==> config.mk <==
export PLATFORM = sky130hd
export DESIGN_NAME = three_class_priority_queue
export DESIGN_NICKNAME = d
export VERILOG_FILES = /design/src/hw/rtl/tpq_pkg.sv /design/src/hw/rtl/three_class_priority_queue.sv /design/src/hw/rtl/tpq_front.sv /design/src/hw/rtl/tpq_cmdq.sv /design/src/hw/rtl/tpq_back.sv
export SDC_FILE = /design/constraint.sdc
export NUM_CORES = 2
export LEC_CHECK = 0
export BUFFER_PORTS_ARGS = -buffer_cell sky130_fd_sc_hd__clkbuf_2
export CAP_MARGIN = 0
export CORE_UTILIZATION = 30
export DETAILED_ROUTE_END_ITERATION = 10
export GPL_TIMING_DRIVEN = 0
export PLACE_DENSITY = 0.5
export SLEW_MARGIN = 20
export SYNTH_ARGS = -nofsm -noshare
export SYNTH_HDL_FRONTEND = slang
export SYNTH_SLANG_ARGS = --single-unit
==> constraint.sdc <==
create_clock -name clk -period 7.1 [get_ports clk]
set_input_delay 0.71 -clock clk [delete_from_list [all_inputs] [get_ports clk]]
set_output_delay 0.71 -clock clk [all_outputs]
set_load 0.005 [all_outputs]
==> src/hw/rtl/tpq_pkg.sv <==
// Shared types, constants and helpers for the three-class priority queue.
// Used by every module of the block; depends on nothing else.
`timescale 1ns / 1ps
package tpq_pkg;

  // Entries per class store
  localparam int CLASS_DEPTH = 16;
  localparam int NUM_CLASSES = 3;
  localparam int NUM_SLOTS   = NUM_CLASSES * CLASS_DEPTH;

  localparam int PTR_W   = $clog2(CLASS_DEPTH);
  localparam int CNT_W   = $clog2(CLASS_DEPTH + 1);
  localparam int ADDR_W  = $clog2(NUM_SLOTS);
  localparam int ID_W    = 16;
  localparam int TIME_W  = 16;
  localparam int CLS_W   = 2;
  localparam int TOTAL_W = 6;
  localparam int ENTRY_W = ID_W + TIME_W;

  // Command queue between front and back
  localparam int CMDQ_DEPTH = 2;
  localparam int CMDQ_PTR_W = $clog2(CMDQ_DEPTH);
  localparam int CMDQ_CNT_W = $clog2(CMDQ_DEPTH + 1);

  // Class codes
  localparam logic [CLS_W-1:0] CLS_HIGH = 2'd0;
  localparam logic [CLS_W-1:0] CLS_MED  = 2'd1;
  localparam logic [CLS_W-1:0] CLS_LOW  = 2'd2;
  localparam logic [CLS_W-1:0] CLS_NONE = 2'd3;

  typedef enum logic {
    OP_ENQ = 1'b0,
    OP_DEQ = 1'b1
  } op_t;

  typedef enum logic [1:0] {
    STS_ENQUEUED = 2'd0,
    STS_DEQUEUED = 2'd1,
    STS_EMPTY    = 2'd2,
    STS_FULL     = 2'd3
  } status_t;

  typedef enum logic {
    BK_IDLE = 1'b0,
    BK_READ = 1'b1
  } back_state_t;

  // Classified command from the front
  typedef struct packed {
    op_t               op;
    logic [ID_W-1:0]   id;
    logic [CLS_W-1:0]  cls;
    logic [TIME_W-1:0] tm;
  } cmd_t;

  // One result transaction
  typedef struct packed {
    status_t            status;
    logic [ID_W-1:0]    id;
    logic [CLS_W-1:0]   cls;
    logic [TIME_W-1:0]  tm;
    logic [TOTAL_W-1:0] total;
  } res_t;

  // Advance a ring pointer with wrap at the class depth
  function automatic logic [PTR_W-1:0] bump(input logic [PTR_W-1:0] ptr);
    bump = (ptr == PTR_W'(CLASS_DEPTH - 1)) ? '0 : ptr + PTR_W'(1);
  endfunction

  // Flat slot address of a class ring entry
  function automatic logic [ADDR_W-1:0] slot_addr(input logic [CLS_W-1:0] cls,
                                                  input logic [PTR_W-1:0] ptr);
    slot_addr = ADDR_W'(cls) * ADDR_W'(CLASS_DEPTH) + ADDR_W'(ptr);
  endfunction

endpackage

==> src/hw/rtl/three_class_priority_queue.sv <==
// Three-class strict priority ready queue, FIFO order within each class.
// An enqueue or empty dequeue result is registered as the back end takes the
// command; a dequeue with data waits for the registered entry memory read.
// Throughput: one enqueue per cycle while results are popped at once; a dequeue
// with data stalls later commands until its read is done. A 2-deep command
// queue lets input run ahead. Synchronous reset empties all classes at once.
`timescale 1ns / 1ps
module three_class_priority_queue (
  input  logic        clk,
  input  logic        rst,
  input  logic        push,
  output logic        full,
  input  logic        func,
  input  logic [15:0] proc_id,
  input  logic [1:0]  prio_class,
  input  logic [15:0] run_time,
  output logic        empty,
  input  logic        pop,
  output logic [1:0]  status,
  output logic [15:0] out_id,
  output logic [1:0]  out_class,
  output logic [15:0] out_time,
  output logic [5:0]  total_count
);
  import tpq_pkg::*;

  logic q_full;
  logic q_push;
  cmd_t front_cmd;
  cmd_t back_cmd;
  logic cmd_valid;
  logic cmd_pop;
  logic res_valid;
  res_t res;

  tpq_front u_front (
    .push       (push),
    .full       (full),
    .func       (func),
    .proc_id    (proc_id),
    .prio_class (prio_class),
    .run_time   (run_time),
    .q_full     (q_full),
    .q_push     (q_push),
    .cmd        (front_cmd)
  );

  tpq_cmdq u_cmdq (
    .clk     (clk),
    .rst     (rst),
    .push    (q_push),
    .cmd_in  (front_cmd),
    .full    (q_full),
    .pop     (cmd_pop),
    .cmd_out (back_cmd),
    .valid   (cmd_valid)
  );

  tpq_back u_back (
    .clk       (clk),
    .rst       (rst),
    .cmd_valid (cmd_valid),
    .cmd       (back_cmd),
    .cmd_pop   (cmd_pop),
    .res_valid (res_valid),
    .res       (res),
    .res_pop   (pop)
  );

  // Drive result ports from the result register
  assign empty       = !res_valid;
  assign status      = res.status;
  assign out_id      = res.id;
  assign out_class   = res.cls;
  assign out_time    = res.tm;
  assign total_count = res.total;

endmodule

==> src/hw/rtl/tpq_front.sv <==
// Front end: accepts input transactions and classifies them into commands.
// Depends on tpq_pkg; feeds tpq_cmdq.
`timescale 1ns / 1ps
module tpq_front (
  input  logic             push,
  output logic             full,
  input  logic             func,
  input  logic [15:0]      proc_id,
  input  logic [1:0]       prio_class,
  input  logic [15:0]      run_time,
  input  logic             q_full,
  output logic             q_push,
  output tpq_pkg::cmd_t    cmd
);
  import tpq_pkg::*;

  // Refuse input while the command queue has no room
  assign full   = q_full;
  assign q_push = push && !q_full;

  // Build the command; the unused class code falls into low priority
  always_comb begin
    cmd.op  = op_t'(func);
    cmd.id  = proc_id;
    cmd.tm  = run_time;
    cmd.cls = (prio_class == CLS_NONE) ? CLS_LOW : prio_class;
  end

endmodule

==> src/hw/rtl/tpq_cmdq.sv <==
// Short command queue that decouples the front end from the back end.
// Depends on tpq_pkg.
`timescale 1ns / 1ps
module tpq_cmdq (
  input  logic          clk,
  input  logic          rst,
  input  logic          push,
  input  tpq_pkg::cmd_t cmd_in,
  output logic          full,
  input  logic          pop,
  output tpq_pkg::cmd_t cmd_out,
  output logic          valid
);
  import tpq_pkg::*;

  cmd_t                  slots [CMDQ_DEPTH];
  logic [CMDQ_PTR_W-1:0] wptr;
  logic [CMDQ_PTR_W-1:0] rptr;
  logic [CMDQ_CNT_W-1:0] count;
  logic                  do_push;
  logic                  do_pop;

  assign full    = (count == CMDQ_CNT_W'(CMDQ_DEPTH));
  assign valid   = (count != '0);
  assign cmd_out = slots[rptr];
  assign do_push = push && !full;
  assign do_pop  = pop && valid;

  // Store the payload
  always_ff @(posedge clk) begin
    if (do_push) begin
      slots[wptr] <= cmd_in;
    end
  end

  // Advance pointers and fill level
  always_ff @(posedge clk) begin
    if (rst) begin
      wptr  <= '0;
      rptr  <= '0;
      count <= '0;
    end else begin
      if (do_push) begin
        wptr <= (wptr == CMDQ_PTR_W'(CMDQ_DEPTH - 1)) ? '0 : wptr + CMDQ_PTR_W'(1);
      end
      if (do_pop) begin
        rptr <= (rptr == CMDQ_PTR_W'(CMDQ_DEPTH - 1)) ? '0 : rptr + CMDQ_PTR_W'(1);
      end
      if (do_push && !do_pop) begin
        count <= count + CMDQ_CNT_W'(1);
      end else if (do_pop && !do_push) begin
        count <= count - CMDQ_CNT_W'(1);
      end
    end
  end

endmodule

==> src/hw/rtl/tpq_back.sv <==
// Back end: executes enqueue/dequeue commands on the class rings and holds
// the result transaction. Depends on tpq_pkg; owns the entry memory.
`timescale 1ns / 1ps
module tpq_back (
  input  logic          clk,
  input  logic          rst,
  input  logic          cmd_valid,
  input  tpq_pkg::cmd_t cmd,
  output logic          cmd_pop,
  output logic          res_valid,
  output tpq_pkg::res_t res,
  input  logic          res_pop
);
  import tpq_pkg::*;

  back_state_t        state;
  back_state_t        state_next;
  logic [PTR_W-1:0]   head [NUM_CLASSES];
  logic [PTR_W-1:0]   head_next [NUM_CLASSES];
  logic [PTR_W-1:0]   tail [NUM_CLASSES];
  logic [PTR_W-1:0]   tail_next [NUM_CLASSES];
  logic [CNT_W-1:0]   cnt [NUM_CLASSES];
  logic [CNT_W-1:0]   cnt_next [NUM_CLASSES];
  logic [CLS_W-1:0]   deq_cls;
  logic [CLS_W-1:0]   deq_cls_next;
  logic [ENTRY_W-1:0] mem [NUM_SLOTS];
  logic [ENTRY_W-1:0] rd_data;
  logic               mem_we;
  logic [ADDR_W-1:0]  waddr;
  logic [ADDR_W-1:0]  raddr;
  logic               res_load;
  res_t               res_next;
  logic               can_start;
  logic               found;
  logic [CLS_W-1:0]   sel;
  logic [31:0]        total_after;

  // Result slot is free now or frees at this edge
  assign can_start = !res_valid || res_pop;

  // Highest class that holds an entry
  always_comb begin
    found = 1'b0;
    sel   = CLS_HIGH;
    for (int c = NUM_CLASSES - 1; c >= 0; c--) begin
      if (cnt[c] != '0) begin
        found = 1'b1;
        sel   = CLS_W'(c);
      end
    end
  end

  // Entries held after this transaction
  assign total_after = 32'(cnt_next[0]) + 32'(cnt_next[1]) + 32'(cnt_next[2]);

  // Next state, ring updates and result
  always_comb begin
    state_next   = state;
    head_next    = head;
    tail_next    = tail;
    cnt_next     = cnt;
    deq_cls_next = deq_cls;
    cmd_pop      = 1'b0;
    mem_we       = 1'b0;
    waddr        = slot_addr(cmd.cls, tail[cmd.cls]);
    raddr        = slot_addr(sel, head[sel]);
    res_load     = 1'b0;
    res_next     = '0;
    case (state)
      BK_IDLE: begin
        if (cmd_valid && can_start) begin
          cmd_pop = 1'b1;
          if (cmd.op == OP_ENQ) begin
            res_load = 1'b1;
            if (cnt[cmd.cls] == CNT_W'(CLASS_DEPTH)) begin
              res_next.status = STS_FULL;
            end else begin
              mem_we              = 1'b1;
              tail_next[cmd.cls]  = bump(tail[cmd.cls]);
              cnt_next[cmd.cls]   = cnt[cmd.cls] + CNT_W'(1);
              res_next.status     = STS_ENQUEUED;
            end
          end else if (!found) begin
            res_load        = 1'b1;
            res_next.status = STS_EMPTY;
          end else begin
            head_next[sel] = bump(head[sel]);
            cnt_next[sel]  = cnt[sel] - CNT_W'(1);
            deq_cls_next   = sel;
            state_next     = BK_READ;
          end
        end
      end
      BK_READ: begin
        // Entry word arrives from the memory
        res_load        = 1'b1;
        res_next.status = STS_DEQUEUED;
        res_next.id     = rd_data[ENTRY_W-1:TIME_W];
        res_next.tm     = rd_data[TIME_W-1:0];
        res_next.cls    = deq_cls;
        state_next      = BK_IDLE;
      end
      default: begin
        state_next = BK_IDLE;
      end
    endcase
    res_next.total = total_after[TOTAL_W-1:0];
  end

  // Entry memory: one write port, one registered read port
  always_ff @(posedge clk) begin
    if (mem_we) begin
      mem[waddr] <= {cmd.id, cmd.tm};
    end
    rd_data <= mem[raddr];
  end

  // Control state
  always_ff @(posedge clk) begin
    if (rst) begin
      state <= BK_IDLE;
      for (int c = 0; c < NUM_CLASSES; c++) begin
        head[c] <= '0;
        tail[c] <= '0;
        cnt[c]  <= '0;
      end
      res_valid <= 1'b0;
    end else begin
      state <= state_next;
      head  <= head_next;
      tail  <= tail_next;
      cnt   <= cnt_next;
      if (res_load) begin
        res_valid <= 1'b1;
      end else if (res_pop) begin
        res_valid <= 1'b0;
      end
    end
  end

  // Hold payload of the pending dequeue and the result
  always_ff @(posedge clk) begin
    deq_cls <= deq_cls_next;
    if (res_load) begin
      res <= res_next;
    end
  end

endmodule

# Yosys cells after proc, flatten, opt, wreduce, memory -nomap -nowiden
# Memory sizes are Yosys's and may differ from the RTL's. A register that Yosys moved wholly into a read port is not among the register bits.
# Index checks and enable logic that the tools add are counted.
# totals
ff_bits	89
ram_bits	1606
word_cells	138
memories	2
# classes
add_sub_neg	12
magnitude_cmp	4
eq_ne	5
muxes	69
n_bitwise	5
n_reduce_logical	21
# memory_table
memory	depth	width	read_ports	rd_clocked_by_memory_dff	write_ports	line	source
u_back.mem	48	32	1	1	1	tpq_back.sv:26	logic [ENTRY_W-1:0] mem [NUM_SLOTS];
u_cmdq.slots	2	35	1	1	1	tpq_cmdq.sv:16	cmd_t slots [CMDQ_DEPTH];
# ops
operator	n
15-bit two-way mux	5
4-bit two-way mux	8
15-bit bitwise mux	2
5-bit two-way mux	6
1-bit two-way mux	25
12-bit bitwise mux	2
5-bit binary-select mux with 2-bit select	2
5-bit demux with 2-bit select	2
2-bit two-way mux	10
4-bit binary-select mux with 2-bit select	2
4-bit demux with 2-bit select	2
5-bit nonzero test	3
6-bit by 4-bit adder with 6-bit output	2
4-bit by 1-bit adder with 4-bit output, second input constant	2
4-bit equality test, second input constant	2
1-bit logical AND	8
4-bit AND reduction	2
5-bit by 5-bit adder with 6-bit output	1
6-bit by 5-bit adder with 6-bit output	1
3-bit greater-or-equal comparator, second input constant	2
3-bit by 1-bit less-than comparator with 1-bit output, second input constant	2
2-bit inverter with 3-bit output	2
2-bit nonzero test	3
5-bit by 1-bit adder with 5-bit output, second input constant	1
other kinds (11)	19

# Depth between registers and ports, before layout
# logic_depth
depth_word	16
depth_mapped	23
mapped_depth_nobuf	20

# Hierarchy
# From an unflattened synthesis, not the netlist that was laid out.
# unflattened
cells_unflattened	4534
area_unflattened_um2	66954.2
# modules_own_cells
mod	instances	cells_per_inst	area_per_inst_um2	seq_area_each_um2
tpq_back	1	4362	63935.1	48906.9
tpq_cmdq	1	134	2736.4	2202.1
tpq_front	1	37	279.0	0.0
three_class_priority_queue	1	1	3.8	0.0

# Worst setup path after synthesis
# Ideal clock, no wire load.
# synth_path
kind	register -> register
startpoint	register (tool-made name)
endpoint	register u_back.res[5] (netlist name)
arrival_time_ns	4.871
t_required_ns	6.838
slack_ns	1.967
stages_incl_launch_ff	21
cell_sequence	dfxtp_1 buf_2 mux2i_1 clkbuf_1 mux2i_1 nor2_1 a21oi_1 ha_1 inv_1 nor4_2 nor2b_1 clkbuf_1 and3_1 clkbuf_1 a222oi_1 fa_1 inv_1 ha_1 a21o_1 a21oi_1 xor2_1

# Worst setup path in the final report
# layout_path
startpoint	register u_back.cnt[6] (netlist name)
endpoint	register u_back.rd_data[23], read port of u_back.mem
# layout_via
elab_chain_cells	8
# layout_lines
element	line	source
start, declared	tpq_back.sv:22	logic [CNT_W-1:0] cnt [NUM_CLASSES];
start signal, assigned	tpq_back.sv:132	cnt <= cnt_next;
5-bit nonzero test *	tpq_back.sv:46	if (cnt[c] != '0) begin
2-bit two-way mux * (2 in a row)	tpq_back.sv:46	
2-bit inverter with 3-bit output (implied by the code)	tpq_back.sv:66	raddr = slot_addr(sel, head[sel]);
4-bit binary-select mux with 2-bit select	tpq_back.sv:66	
4-bit two-way mux (implied by the code) (2 in a row)	tpq_back.sv:66	
6-bit by 4-bit adder with 6-bit output *	tpq_pkg.sv:73	slot_addr = ADDR_W'(cls) * ADDR_W'(CLASS_DEPTH) + ADDR_W'(ptr);
via u_back.raddr[4]	tpq_back.sv:30	logic [ADDR_W-1:0] raddr;
end, declared	tpq_back.sv:27	logic [ENTRY_W-1:0] rd_data;
# Mark *: on every way through the listed nets, which the timed path passes. The rest lies on a longest branch. The select of a mux whose other input is x is not followed.
# A chain may end at the register's enable or synchronous reset.

==> out/metrics.cfg <==
[run_status]
status = finished clean

[floorplan]
rows = 173
io-pin-count = 83
die_h_um = 476.4
die_w_um = 476.4
core_um2 = 223000
dieArea_um2 = 227000
start_util = 0.3029

[synth]
synth.distinct_cells = 80
synth_ff_type = edfxtp_1
avgSynthCellArea_um2 = 15.36
ys_warn_count = 0
postSynth.asyncResetShare = 0
syn_nets = 4449
ys_seq_area_frac = 0.7569
synth_edf_count = 1650
synthCells = 4395
netlist_area_um2 = 67520
ys_seq_elements = 1728

[worst_setup_path]
worstPathMaxFanout = 10
start_kind = register
worst-setup-path-type = register to register
critPathRequiredTime_ns = 7.76
crit_arrival_ns = 7.57
endpoint_kind = register

[timing]
finalSetupViolCount = 0
hold_viol_final = 0
finalCriticalPeriod_ns = 6.908
max_slew_margin = 0.1007
max_freq_ghz = 0.1448
hold_ws_ns = 0.05355
finClkSkew_ns = 0.04345
rsz0062_at_grt = false
report.final.slew_viol_count = 0
worst_pin_slew_ns = 1.349
post-route-period-util = 0.9730

[global_route]
grt_overflow = 0
grt_pass1_wl_um = 374800
grt_pass1_vias = 41695
track_usage = 0.2438
antenna_found_initial = 21
grt_max_degree = 49

[clock_tree]
cts_buffers = 187
insertion_delay_ns = 0.86
cts_hold_buf = 0
postCtsResizedCells = 0
root_buffer = clkbuf_16
max-clock-path-buffers = 3
cts_tree = done
path_clk_slew_ns = 0.06
cts.sinks = 1728
cts_setup_buffers = 0
htree_levels = 4

[routing]
drt-total-wl_um = 283700
antenna_left = 0
drc_errors = 0
first_iter_violations = 7794
vias = 44880
vias_per_cell = 5.655
routedWlPerCell_um = 35.74
first_pass_iters = 6

[final_layout]
multi_input_area_um2 = 15570
fillers = 21227
area_delta_synth_final_pct = 20.03
drive_above_1_share = 0.1709
fin_area_um2 = 81050
final_common_cell = edfxtp_1
ff_latch_area_um2 = 51110
layout_common_cells = 1650 x edfxtp_1, 866 x nand2_1, 296 x nand3_1
final_nets = 4848

[hold_path]
hold_path.class = input port to register

[job]
maxCapViolCount = 0

[place]
dp_hpwl_um = 195300
io_buffers = 81
place.gp.congestion = 0.9212
placed_area_um2 = 74980

-- Yosys cell counts, types with 7 or more instances --
| cell type | n | share of area |
|---|---|---|
| a2111oi_0 | 7 | 0.00091 |
| a211oi_1 | 22 | 0.0024 |
| a21oi_1 | 136 | 0.010 |
| a221oi_1 | 12 | 0.0016 |
| a22oi_1 | 10 | 0.0011 |
| a311oi_1 | 7 | 0.00091 |
| a31oi_1 | 59 | 0.0055 |
| a32o_1 | 9 | 0.0013 |
| a32oi_1 | 25 | 0.0032 |
| a41oi_1 | 7 | 0.00091 |
| and2_1 | 37 | 0.0034 |
| and3_1 | 28 | 0.0026 |
| buf_1 | 27 | 0.0015 |
| buf_2 | 96 | 0.0071 |
| buf_4 | 22 | 0.0024 |
| buf_6 | 7 | 0.0012 |
| clkbuf_1 | 96 | 0.0053 |
| dfxtp_1 | 78 | 0.023 |
| edfxtp_1 | 1650 | 0.73 |
| ha_1 | 9 | 0.0017 |
| inv_1 | 29 | 0.0016 |
| mux2_2 | 44 | 0.0073 |
| mux2i_1 | 189 | 0.028 |
| mux4_2 | 106 | 0.035 |
| nand2_1 | 866 | 0.048 |
| nand2b_1 | 9 | 0.00083 |
| nand3_1 | 296 | 0.022 |
| nand4_1 | 44 | 0.0041 |
| nor2_1 | 146 | 0.0081 |
| nor2b_1 | 11 | 0.0010 |
| nor3_1 | 27 | 0.0020 |
| nor4_1 | 20 | 0.0019 |
| o2111ai_1 | 21 | 0.0027 |
| o211ai_1 | 27 | 0.0030 |
| o21ai_0 | 42 | 0.0031 |
| o22ai_1 | 49 | 0.0045 |
| or3_1 | 14 | 0.0013 |
| or4_1 | 18 | 0.0020 |
| xnor2_1 | 10 | 0.0013 |
-- registers in the layout, indices dropped and copies added, names as in the netlist, named ones only --
register          count
u_cmdq.wptr           1
u_back.mem         1536
u_back.cnt           15
u_back.state          1
u_back.head          12
u_back.deq_cls        2
u_cmdq.slots         70
u_back.res_valid      1
u_cmdq.rptr           1
u_cmdq.count          2
u_back.res           42
u_back.tail          12
u_back.rd_data       32
-- worst max-delay path: stages, from the launching register on --
cell      delay, ns
dfxtp_1        0.40
nor3_2         0.41
nand2_1        0.27
nand2_2        0.43
clkinv_1       0.59
a32oi_2        0.90
nand2_1        0.37
nor2_1         0.84
clkbuf_1       0.89
a31oi_1        0.26
nand4_1        0.27
nand4_1        0.35
or4_1          0.71
-- logic make-up (layout without fill, tap and decap cells) --
| group | count (synthesis) | in the layout | share of synthesized area |
|---|---|---|---|
| and+or+nand+nor | 1531 | 1531 | 0.09928 |
| other | 0 | 12 | 0 |
| AOI/OAI and AO/OA | 483 | 483 | 0.04783 |
| buffers and inverters | 281 | 836 | 0.01940 |
| DFF | 1728 | 1728 | 0.7569 |
| adders and majority gates | 15 | 15 | 0.003447 |
| xor gates and xnor gates | 16 | 16 | 0.002075 |
| muxes | 341 | 341 | 0.07104 |
-- layout make-up --
type                       instances  share of cell area
antenna                           12           0.0003705
clock buffer                     237             0.06056
clock inverter                   108             0.01311
multi-input combinational       2386              0.1921
buffer                           248             0.01513
tap                             2975             0.04593
timing repair buffer             210             0.04065
inverter                          33            0.001559
sequential                      1728              0.6306
-- per-stage QoR --
step                      worst slack [ns]  setup TNS (ns)  utilization  cells
after floorplan                      1.967               0            -   4395
after global placement              -1.722        -1879.17       0.3214   7451
after detailed placement            0.5546               0       0.3363   7578
after CTS                           0.5123               0       0.3631   7923
after global routing               0.06454               0       0.3634   7926
final                               0.1919               0       0.3635   7937
-- metal layers --
metal  track usage  wire, µm  up-vias
li1              -         -    17660
met1        0.3215    108500    23357
met2        0.3678    125200     3155
met3       0.06234     32850      696
met4        0.1295     17050       12
met5             0        72        -
-- final timing paths --
kind	from	to	slack [ns]	depth (start not counted)
worst min register to register	u_back.rd_data[17]	u_back.res[25]	0.50	1
worst max register to register	u_back.cnt[6]	u_back.rd_data[23]	0.19	12
worst min-delay path	proc_id[15]	u_cmdq.slots[0][33]	0.05	1
worst max-delay path	u_back.cnt[6]	u_back.rd_data[23]	0.19	12
Power is not shown: default switching activity piles up to over one toggle a cycle in this logic, so the estimate is an artifact.
